==> config.mk <==
export PLATFORM = sky130hd
export DESIGN_NAME = base64_stream_decoder_flat
export DESIGN_NICKNAME = d
export VERILOG_FILES = /design/src/rtl/b64d_pkg.sv /design/src/rtl/b64d_if.sv /design/src/rtl/b64d_map.sv /design/src/rtl/b64d_unpack.sv /design/src/rtl/b64d_fifo.sv /design/src/rtl/base64_stream_decoder.sv /design/src/flat_wrapper.sv
export SDC_FILE = /design/constraint.sdc
export NUM_CORES = 1
export LEC_CHECK = 0
export BUFFER_PORTS_ARGS = -buffer_cell sky130_fd_sc_hd__clkbuf_2
export CAP_MARGIN = 20
export CELL_PAD_IN_SITES_DETAIL_PLACEMENT = 1
export CELL_PAD_IN_SITES_GLOBAL_PLACEMENT = 2
export CORE_MARGIN = 3
export CORE_UTILIZATION = 30
export CTS_CLUSTER_SIZE = 12
export DETAILED_ROUTE_END_ITERATION = 7
export PLACE_DENSITY_LB_ADDON = 0.1
export RECOVER_POWER = 25
export SYNTH_ARGS = -nofsm -noshare
export SYNTH_HDL_FRONTEND = slang
export SYNTH_HIERARCHICAL = 1
export SYNTH_SLANG_ARGS = --single-unit
export TNS_END_PERCENT = 1
==> constraint.sdc <==
create_clock -name i_clk -period 9.5 [get_ports i_clk]
set_input_delay 1.425 -clock i_clk [delete_from_list [all_inputs] [get_ports i_clk]]
set_output_delay 1.425 -clock i_clk [all_outputs]
set_load 0.1 [all_outputs]
==> src/rtl/b64d_pkg.sv <==
package b64d_pkg;

    // Result queue depth; must be a power of two and at least 4.
    localparam int B64D_FIFO_DEPTH = 8;

    // Most results one character can cause (a full group).
    localparam int B64D_MAX_RESULTS = 3;

    typedef struct packed {
        logic [7:0] data_byte;
        logic       byte_valid;
        logic       out_last;
    } t_result;

    typedef struct packed {
        logic [1:0]                         count;
        t_result [B64D_MAX_RESULTS-1:0]     res;
    } t_emit;

endpackage

==> src/rtl/b64d_if.sv <==
interface b64d_char_if;
    logic       valid;
    logic       ready;
    logic [7:0] char_in;
    logic       msg_end;

    modport source (output valid, output char_in, output msg_end, input ready);
    modport sink   (input valid, input char_in, input msg_end, output ready);
endinterface

interface b64d_res_if;
    logic       valid;
    logic       ready;
    logic [7:0] data_byte;
    logic       byte_valid;
    logic       out_last;

    modport source (output valid, output data_byte, output byte_valid, output out_last,
                    input ready);
    modport sink   (input valid, input data_byte, input byte_valid, input out_last,
                    output ready);
endinterface

==> src/rtl/b64d_map.sv <==
module b64d_map (
    input  logic [7:0] i_char,
    output logic       o_is_b64,
    output logic [5:0] o_sextet
);

    localparam logic [7:0] CH_UPPER_A = 8'h41;
    localparam logic [7:0] CH_UPPER_Z = 8'h5A;
    localparam logic [7:0] CH_LOWER_A = 8'h61;
    localparam logic [7:0] CH_LOWER_Z = 8'h7A;
    localparam logic [7:0] CH_DIGIT_0 = 8'h30;
    localparam logic [7:0] CH_DIGIT_9 = 8'h39;
    localparam logic [7:0] CH_PLUS    = 8'h2B;
    localparam logic [7:0] CH_SLASH   = 8'h2F;
    // 'a' maps to 26, '0' to 52
    localparam logic [7:0] LOWER_BIAS = 8'd71;
    localparam logic [7:0] DIGIT_BIAS = 8'd4;

    always_comb begin
        o_is_b64 = 1'b1;
        o_sextet = 6'd0;
        if (i_char >= CH_UPPER_A && i_char <= CH_UPPER_Z) begin
            o_sextet = 6'(i_char - CH_UPPER_A);
        end else if (i_char >= CH_LOWER_A && i_char <= CH_LOWER_Z) begin
            o_sextet = 6'(i_char - LOWER_BIAS);
        end else if (i_char >= CH_DIGIT_0 && i_char <= CH_DIGIT_9) begin
            o_sextet = 6'(i_char + DIGIT_BIAS);
        end else if (i_char == CH_PLUS) begin
            o_sextet = 6'd62;
        end else if (i_char == CH_SLASH) begin
            o_sextet = 6'd63;
        end else begin
            o_is_b64 = 1'b0;
        end
    end

endmodule

==> src/rtl/b64d_unpack.sv <==
module b64d_unpack
    import b64d_pkg::*;
(
    input  logic       i_clk,
    input  logic       i_rst_n,
    input  logic       i_take,
    input  logic       i_last,
    input  logic       i_is_b64,
    input  logic [5:0] i_sextet,
    output t_emit      o_emit
);

    logic [5:0] r_s0, r_s1, r_s2;
    logic [1:0] r_cnt, n_cnt;
    logic       r_stopped, n_stopped;

    logic       keep;
    logic       full;
    logic [1:0] cnt_after;
    logic [5:0] e0, e1, e2;
    logic [7:0] b0, b1, b2;

    assign keep = !r_stopped && i_is_b64;
    assign full = keep && (r_cnt == 2'd3);

    // Group contents as they stand after this character is stored.
    assign e0 = (keep && r_cnt == 2'd0) ? i_sextet : r_s0;
    assign e1 = (keep && r_cnt == 2'd1) ? i_sextet : r_s1;
    assign e2 = (keep && r_cnt == 2'd2) ? i_sextet : r_s2;

    assign b0 = {e0, e1[5:4]};
    assign b1 = {e1[3:0], e2[5:2]};
    assign b2 = {e2[1:0], i_sextet};

    always_comb begin
        cnt_after = r_cnt;
        n_stopped = r_stopped;
        if (full) begin
            cnt_after = 2'd0;
        end else if (keep) begin
            cnt_after = r_cnt + 2'd1;
        end else begin
            n_stopped = 1'b1;
        end

        o_emit = '0;
        if (full) begin
            o_emit.count  = 2'd3;
            o_emit.res[0] = '{data_byte: b0, byte_valid: 1'b1, out_last: 1'b0};
            o_emit.res[1] = '{data_byte: b1, byte_valid: 1'b1, out_last: 1'b0};
            o_emit.res[2] = '{data_byte: b2, byte_valid: 1'b1, out_last: i_last};
        end else if (i_last) begin
            // tail of the message: n kept values give n-1 bytes
            case (cnt_after)
                2'd3: begin
                    o_emit.count  = 2'd2;
                    o_emit.res[0] = '{data_byte: b0, byte_valid: 1'b1, out_last: 1'b0};
                    o_emit.res[1] = '{data_byte: b1, byte_valid: 1'b1, out_last: 1'b1};
                end
                2'd2: begin
                    o_emit.count  = 2'd1;
                    o_emit.res[0] = '{data_byte: b0, byte_valid: 1'b1, out_last: 1'b1};
                end
                default: begin
                    o_emit.count  = 2'd1;
                    o_emit.res[0] = '{data_byte: 8'd0, byte_valid: 1'b0, out_last: 1'b1};
                end
            endcase
        end

        n_cnt = i_last ? 2'd0 : cnt_after;
        if (i_last) begin
            n_stopped = 1'b0;
        end
    end

    always_ff @(posedge i_clk) begin
        if (!i_rst_n) begin
            r_cnt     <= 2'd0;
            r_stopped <= 1'b0;
        end else if (i_take) begin
            r_cnt     <= n_cnt;
            r_stopped <= n_stopped;
        end
    end

    always_ff @(posedge i_clk) begin
        if (i_take && keep) begin
            unique case (r_cnt)
                2'd0:    r_s0 <= i_sextet;
                2'd1:    r_s1 <= i_sextet;
                2'd2:    r_s2 <= i_sextet;
                default: ;
            endcase
        end
    end

endmodule

==> src/rtl/b64d_fifo.sv <==
module b64d_fifo
    import b64d_pkg::*;
#(
    parameter int DEPTH = B64D_FIFO_DEPTH
) (
    input  logic    i_clk,
    input  logic    i_rst_n,
    input  logic    i_push,
    input  t_emit   i_emit,
    output logic    o_room,
    output logic    o_valid,
    input  logic    i_pop,
    output t_result o_head
);

    localparam int PW = $clog2(DEPTH);
    localparam int CW = $clog2(DEPTH + 1);

    t_result         r_mem [DEPTH];
    logic [PW-1:0]   r_wr_ptr, r_rd_ptr;
    logic [CW-1:0]   r_count;
    logic [1:0]      push_n;
    logic            pop_ok;

    assign push_n  = i_push ? i_emit.count : 2'd0;
    assign pop_ok  = i_pop && (r_count != '0);
    assign o_valid = (r_count != '0);
    assign o_head  = r_mem[r_rd_ptr];
    // room for a full group regardless of what leaves this cycle
    assign o_room  = (r_count <= CW'(DEPTH - B64D_MAX_RESULTS));

    always_ff @(posedge i_clk) begin
        if (!i_rst_n) begin
            r_wr_ptr <= '0;
            r_rd_ptr <= '0;
            r_count  <= '0;
        end else begin
            r_wr_ptr <= r_wr_ptr + PW'(push_n);
            r_rd_ptr <= r_rd_ptr + PW'(pop_ok);
            r_count  <= r_count + CW'(push_n) - CW'(pop_ok);
        end
    end

    always_ff @(posedge i_clk) begin
        for (int k = 0; k < B64D_MAX_RESULTS; k++) begin
            if (k < int'(push_n)) begin
                r_mem[r_wr_ptr + PW'(k)] <= i_emit.res[k];
            end
        end
    end

endmodule

==> src/rtl/base64_stream_decoder.sv <==
// Base64 stream decoder (standard alphabet A-Z a-z 0-9 + /).
//
// Input channel i_char: one ASCII character per request, msg_end set on the
// final character of a message. Output channel o_res: one decoded byte per
// request; byte_valid=0 marks an empty end-of-message marker, out_last flags
// the final result of each message.
//
// Every fourth alphabet character releases three bytes. The first '=' or
// non-alphabet character halts decoding until msg_end; on msg_end a partial
// group of n values gives n-1 bytes, or one empty marker if it gives none.
//
// Throughput: one character per cycle while the queue has room. Decode is a
// single combinational pass into a FIFO_DEPTH-entry result queue that drains
// one byte per cycle; input ready drops while fewer than three queue slots are
// free, so a stalled receiver backs up into the sender without loss. Four
// characters yield at most three bytes, so the queue keeps up with a continuous
// stream.
// Reset (synchronous, active low) empties the queue and clears group state.
module base64_stream_decoder
    import b64d_pkg::*;
#(
    parameter int FIFO_DEPTH = B64D_FIFO_DEPTH
) (
    input  logic         i_clk,
    input  logic         i_rst_n,
    b64d_char_if.sink    i_char,
    b64d_res_if.source   o_res
);

    logic       take;
    logic       room;
    logic       is_b64;
    logic [5:0] sextet;
    t_emit      emit;
    t_result    head;

    // accept whenever a full group of results still fits in the queue
    assign i_char.ready = room;
    assign take         = i_char.valid && room;

    // character to 6-bit value
    b64d_map u_map (
        .i_char   (i_char.char_in),
        .o_is_b64 (is_b64),
        .o_sextet (sextet)
    );

    // group state and byte assembly
    b64d_unpack u_unpack (
        .i_clk    (i_clk),
        .i_rst_n  (i_rst_n),
        .i_take   (take),
        .i_last   (i_char.msg_end),
        .i_is_b64 (is_b64),
        .i_sextet (sextet),
        .o_emit   (emit)
    );

    // result queue, up to three pushes per cycle, one pop
    b64d_fifo #(
        .DEPTH (FIFO_DEPTH)
    ) u_fifo (
        .i_clk   (i_clk),
        .i_rst_n (i_rst_n),
        .i_push  (take),
        .i_emit  (emit),
        .o_room  (room),
        .o_valid (o_res.valid),
        .i_pop   (o_res.ready),
        .o_head  (head)
    );

    assign o_res.data_byte  = head.data_byte;
    assign o_res.byte_valid = head.byte_valid;
    assign o_res.out_last   = head.out_last;

endmodule
==> src/flat_wrapper.sv <==
// flat-port wrapper written by rule: the top's interface ports become plain ports
module base64_stream_decoder_flat import b64d_pkg::*;
#(
    parameter int FIFO_DEPTH = B64D_FIFO_DEPTH
)
  (i_clk, i_rst_n, i_char_valid, i_char_char_in, i_char_msg_end, i_char_ready, o_res_valid, o_res_data_byte, o_res_byte_valid, o_res_out_last, o_res_ready);
  b64d_char_if i_char_i ();
  b64d_res_if o_res_i ();
  input  logic i_clk;
  input  logic i_rst_n;
  input wire logic [$bits(i_char_i.valid)-1:0] i_char_valid;
  input wire logic [$bits(i_char_i.char_in)-1:0] i_char_char_in;
  input wire logic [$bits(i_char_i.msg_end)-1:0] i_char_msg_end;
  output wire logic [$bits(i_char_i.ready)-1:0] i_char_ready;
  output wire logic [$bits(o_res_i.valid)-1:0] o_res_valid;
  output wire logic [$bits(o_res_i.data_byte)-1:0] o_res_data_byte;
  output wire logic [$bits(o_res_i.byte_valid)-1:0] o_res_byte_valid;
  output wire logic [$bits(o_res_i.out_last)-1:0] o_res_out_last;
  input wire logic [$bits(o_res_i.ready)-1:0] o_res_ready;
  assign i_char_i.valid = i_char_valid;
  assign i_char_i.char_in = i_char_char_in;
  assign i_char_i.msg_end = i_char_msg_end;
  assign i_char_ready = i_char_i.ready;
  assign o_res_valid = o_res_i.valid;
  assign o_res_data_byte = o_res_i.data_byte;
  assign o_res_byte_valid = o_res_i.byte_valid;
  assign o_res_out_last = o_res_i.out_last;
  assign o_res_i.ready = o_res_ready;
  base64_stream_decoder #(.FIFO_DEPTH(FIFO_DEPTH)) u_core (.i_clk(i_clk), .i_rst_n(i_rst_n), .i_char(i_char_i), .o_res(o_res_i));
endmodule
### Word-level counts from Yosys, hierarchy flattened

Memory sizes are Yosys's and may differ from the RTL's. A register that Yosys moved wholly into a read port is not among the register bits.
Index checks and enable logic that the tools add are counted.
Widths: inputs -> output; s select.

| cells by class | value |
|---|---|
| add/sub/neg operators | 10 |
| order comparisons | 10 |
| equality and inequality tests | 9 |
| multiplexer cells | 35 |
| reduce and logical (&&, ||, !) cells | 18 |

Operators by type and width:

| cell | number |
|---|---|
| $mux 6 | 8 |
| $mux 20 | 2 |
| $mux 10 | 2 |
| $pmux 10 s2 | 1 |
| $eq 8x6->1 const B | 2 |
| $ge 8x7->1 const B | 2 |
| $le 8x7->1 const B | 2 |
| $mux 1 | 14 |
| $mux 2 | 7 |
| $logic_and 1x1->1 | 11 |
| $eq 2x2->1 const B | 4 |
| $ge 8x6->1 const B | 1 |
| $le 8x6->1 const B | 1 |
| $add 6x3->6 const B | 1 |
| $reduce_and 2->1 | 3 |
| $sub 6x1->6 const B | 1 |
| $sub 6x3->6 const B | 1 |
| $add 4x2->4 | 1 |
| $le 4x3->1 const B | 1 |
| $lt 1x2->1 const A | 2 |
| $ne 2x2->1 const B | 2 |
| $reduce_bool 4->1 | 1 |
| $sub 4x1->4 | 1 |
| $add 3x1->3 | 1 |
| 10 further kinds | 10 |

| storage, ports and cells | value |
|---|---|
| register bits after elaboration | 31 |
| memory bits (writable) | 80 |
| input bits | 13 |
| output and inout port bits | 12 |
| word-level logic and storage cells | 91 |
| memories kept | 1 |

Memories:

| name | words | width | rd ports | clocked after memory_dff | write ports | line | text |
|---|---|---|---|---|---|---|---|
| u_core.u_fifo.r_mem | 8 | 10 | 1 | 1 | 3 | b64d_fifo.sv:19 | `t_result r_mem [DEPTH];` |

### Longest topological paths before layout

| depth | value |
|---|---|
| depth in word-level cells | 17 |
| mapped depth | 23 |
| depth with buffers taken out | 20 |

### Modules after synthesis

Netlist, hierarchy kept.

By module, submodules not included:

| module | instances | cells each | area each (um^2) | sequential area each (um^2) |
|---|---|---|---|---|
| b64d_fifo | 1 | 608 | 5,886.9 | 2,602.5 |
| b64d_unpack | 1 | 136 | 1,277.5 | 600.6 |
| b64d_map | 1 | 74 | 543.0 | 0.0 |
| base64_stream_decoder | 1 | 1 | 6.3 | 0.0 |

### Worst setup path after synthesis

OpenSTA, ideal clock, no wires.

| timing path | value |
|---|---|
| kind | input to register |
| start | in i_char_char_in[0] |
| end | reg u_core.u_fifo.r_count[3] |
| setup time | 0.115 ns |
| arrival time | 4.803 ns |
| data required time | 9.385 ns |
| setup slack | 4.582 ns |
| cell stages on the path | 22 |
| path buffers | 3 |
| cell sequence | inv_1 > ha_1 > or2b_2 > a21oi_2 > a211oi_1 > nand2_1 > nand2_1 > nor2b_1 > buf_6 > o32ai_4 > nor2_8 > inv_1 > buf_4 > buf_4 > nand2_1 > ha_1 > inv_1 > ha_1 > a21o_1 > a21oi_1 > xor2_1 > and2_1 |

RTL lines:

| item | line | text |
|---|---|---|
| from (decl) | flat_wrapper.sv:12 | `input wire logic [$bits(i_char_i.char_in)-1:0] i_char_char_in;` |
| to (signal assigned) | b64d_fifo.sv:40 | `r_count <= r_count + CW'(push_n) - CW'(pop_ok);` |
| to (decl) | b64d_fifo.sv:21 | `logic [CW-1:0] r_count;` |

==> impl_results.md <==
* Layout cells sized above 1 at 12.5%
* Total of max-cap violations at 2
* Post-route cell area at 7990 um^2
* Violated checks: capacitance limit, slew limit
* Top_reg_cell synth: edfxtp_1
* Largest net degree at the start of global routing at 38
* DIE AREA at 27700 um^2
* Setup CP Type: in2reg
* Clk_lat worst skew at 0.36 ns
* Post-route antenna net violation count at 0
* Crit. Startpoint: i_char_char_in[2]
* Outcome: finished, violations left
* Initial DRC Count at 527
* Net count, final at 829
* Rel. slew slack at -25.1%
* Period utilization at 77.7%
* Antenna cells at 0
* Pins Over Slew Limit at 58
* PostCTS Resize Cnt at 0
* Fmax at 0.135 GHz
* Worst slew pin tran at 1.88 ns
* Worst EP arrival at 7.38 ns
* DR WL/cell at 24.6 um
* Crit path max fanout at 37
* Synth-to-Final Area Change at 3.63%
* Setup Skew at 0.00802 ns
* Root buffer cell: clkbuf_16
* Gr usage total at 20.0%
* Final cell count without fillers at 1125
* Setup crit end kind: flop
* Post-Place Cells at 1106
* Drt total wl at 27700 um
* GPL Wtd Cong at 0.815
* Mapped Cells at 819
* Num CTS Buffers at 9
* Power per Cell Area at 177 nW/um^2
* CTS Buffer Depth at 2
* Post-synthesis average cell area at 9.42 um^2
* Final setup vio count at 0
* I/O Buffers at 24
* Initial antenna violation count at 0
* Dpl cell area at 7680 um^2
* Yosys cell types at 63
* Fin. Hold Viols at 0
* Via-per-instance ratio at 5.40
* Most common cell after layout, fill and taps aside: nand2_1
* TNS Setup at 0 ns
* Syn nets at 858
* Reg2reg start: u_core/u_unpack/r_stopped
* Rows at 58
* Drt pass-1 iters at 5
* YS warnings at 6
* Tmin final at 7.38 ns
* Drt drc at 0
* Starting Density at 30.5%
* Leakage power at 2.93 nW
* Post-Syn Area at 7710 um^2
* Routed vias at 6077
* Most frequent cells in the layout: nand2_1, edfxtp_1, nor2_1, a31oi_1, nand3_1
* CTS tree: built
* Die span in x at 166 um
* Peak supply drop at 0.000167 V
* Hold crit path type: reg2reg
* First-pass GRT wire length at 41300 um
* RSZ-0062 raised after global routing: false
* Vias in the first global route at 6198
* CTS H-tree depth at 3
* Worst path required time at 9.50 ns
* Hold-fix buffers, CTS at 0
* Num Clock Sinks at 111
* Hold path startpoint: u_core/u_unpack/r_stopped
* Post-synth EDFFs at 98
* Chip Height at 166 um
* CORE AREA at 25300 um^2
* Sequential share of the synthesized area at 41.5%
* I/O pin count at 25
* Fin util at 31.7%
* Final HPWL DP at 20000 um
* Post-synth ARST share at 0%
* GRT overflow at 0
* Post-CTS Setup Bufs at 0
* CTS clk-pin slew, worst paths at 0.08 ns
* FF+latch count, synth at 111
* CP Launch Type: input pin
## path summary, 6_finish.rpt
check	slack [ns]	to	depth (start not counted)
setup reg to reg	4.62	u_core/u_fifo/r_mem[1][8]	9
setup / recovery	2.12	u_core/u_fifo/r_mem[1][8]	17
hold / removal	0.53	u_core/u_unpack/r_stopped	2
hold reg to reg	0.53	u_core/u_unpack/r_stopped	2
## critical path: stages
cell	delay (ns)
clkbuf_1	0.29
inv_1	0.23
ha_1	0.31
a21o_2	0.24
and4_1	0.20
a211oi_1	0.22
nand2_1	0.12
nand2_1	0.11
nor2b_2	0.14
clkbuf_1	1.08
nand2_1	0.29
inv_2	0.32
nor2_8	0.11
inv_1	0.54
and4_1	0.40
nand3_1	0.60
nand3_1	0.71
## stage by stage
step / setup WS [ns] / hold slack [ns] / total power, mW
after CTS: 3.24 / 0.536 / 1.44
after global placement: 3.16 / 0.508 / 1.02
final: 2.12 / 0.526 / 1.42
after detailed placement: 2.84 / 0.514 / 1.03
after global routing: 1.61 / 0.561 / 1.48
after floorplan: 4.58 / 0.452 / 0.937
## logic make-up after synthesis
logic type                 count (synthesis)  share of synthesized area [%]
xor gates and xnor gates                   8                           1.40
and+or+nand+nor                          401                           23.4
AOI/OAI and AO/OA                        139                           11.9
buffers and inverters                    100                           9.47
muxes                                     34                           7.83
DFF                                      111                           41.5
adders and majority gates                 26                           4.41
## sequential cells by signal (all words and copies together) (netlist names)
name and flops:
u_core/u_unpack/r_s2 6, u_core/u_unpack/r_stopped 1, u_core/u_fifo/r_mem 80, u_core/u_fifo/r_rd_ptr 3, u_core/u_fifo/r_wr_ptr 3, u_core/u_unpack/r_s1 6, u_core/u_fifo/r_count 4, u_core/u_unpack/r_s0 6
u_core/u_unpack/r_cnt 2
## cell type report
type / count / area (um^2)
Clock buffer: 10 / 229
Clock inverter: 6 / 78.8
Fill cell: 2916 / 17300
Inverter: 25 / 93.8
Multi-Input combinational cell: 608 / 3780
Sequential cell: 111 / 3200
Tap cell: 330 / 413
Timing Repair Buffer: 35 / 193
## where the power goes
part           leakage [nW]  total [mW]  internal [mW]  switching (mW)
sequential             1.01       0.562          0.546          0.0154
combinational          1.77       0.446          0.128           0.318
clock                 0.151       0.407          0.211           0.197
total                  2.93        1.42          0.885           0.530
## synthesized netlist by cell type, types with 4 or more instances
| cell type | number | area share (%) |
|---|---|---|
| buf_8 | 9 | 1.8 |
| a21oi_2 | 9 | 1.0 |
| clkbuf_1 | 20 | 0.97 |
| mux4_2 | 20 | 5.8 |
| nand2_1 | 215 | 10 |
| buf_2 | 7 | 0.45 |
| buf_1 | 5 | 0.24 |
| clkbuf_2 | 9 | 0.58 |
| a21oi_1 | 21 | 1.4 |
| a221oi_1 | 4 | 0.45 |
| nor2b_1 | 6 | 0.49 |
| dfxtp_1 | 13 | 3.4 |
| ha_1 | 24 | 3.9 |
| buf_6 | 4 | 0.58 |
| buf_12 | 9 | 2.3 |
| and3_1 | 9 | 0.73 |
| nor2_2 | 6 | 0.49 |
| a31oi_1 | 80 | 6.5 |
| a21o_1 | 4 | 0.39 |
| and2_1 | 11 | 0.89 |
| nor2_1 | 92 | 4.5 |
| o21ai_0 | 7 | 0.45 |
| nor3_1 | 4 | 0.26 |
| mux2_2 | 11 | 1.6 |
| inv_1 | 24 | 1.2 |
| nand3_1 | 29 | 1.9 |
| edfxtp_1 | 98 | 38 |
| buf_4 | 10 | 0.97 |
## per-layer routing
metal	GRT usage, %	part of all wire, %	wire length [um]	up-vias
li1	-	-	-	2820
met1	27.8	47	12900	3078
met2	33.2	48	13300	149
met3	1.90	3.3	917	30
met4	6.10	2.1	580	0
met5	0	0	0	-
Note: power is estimated with default switching activity, not from simulation.
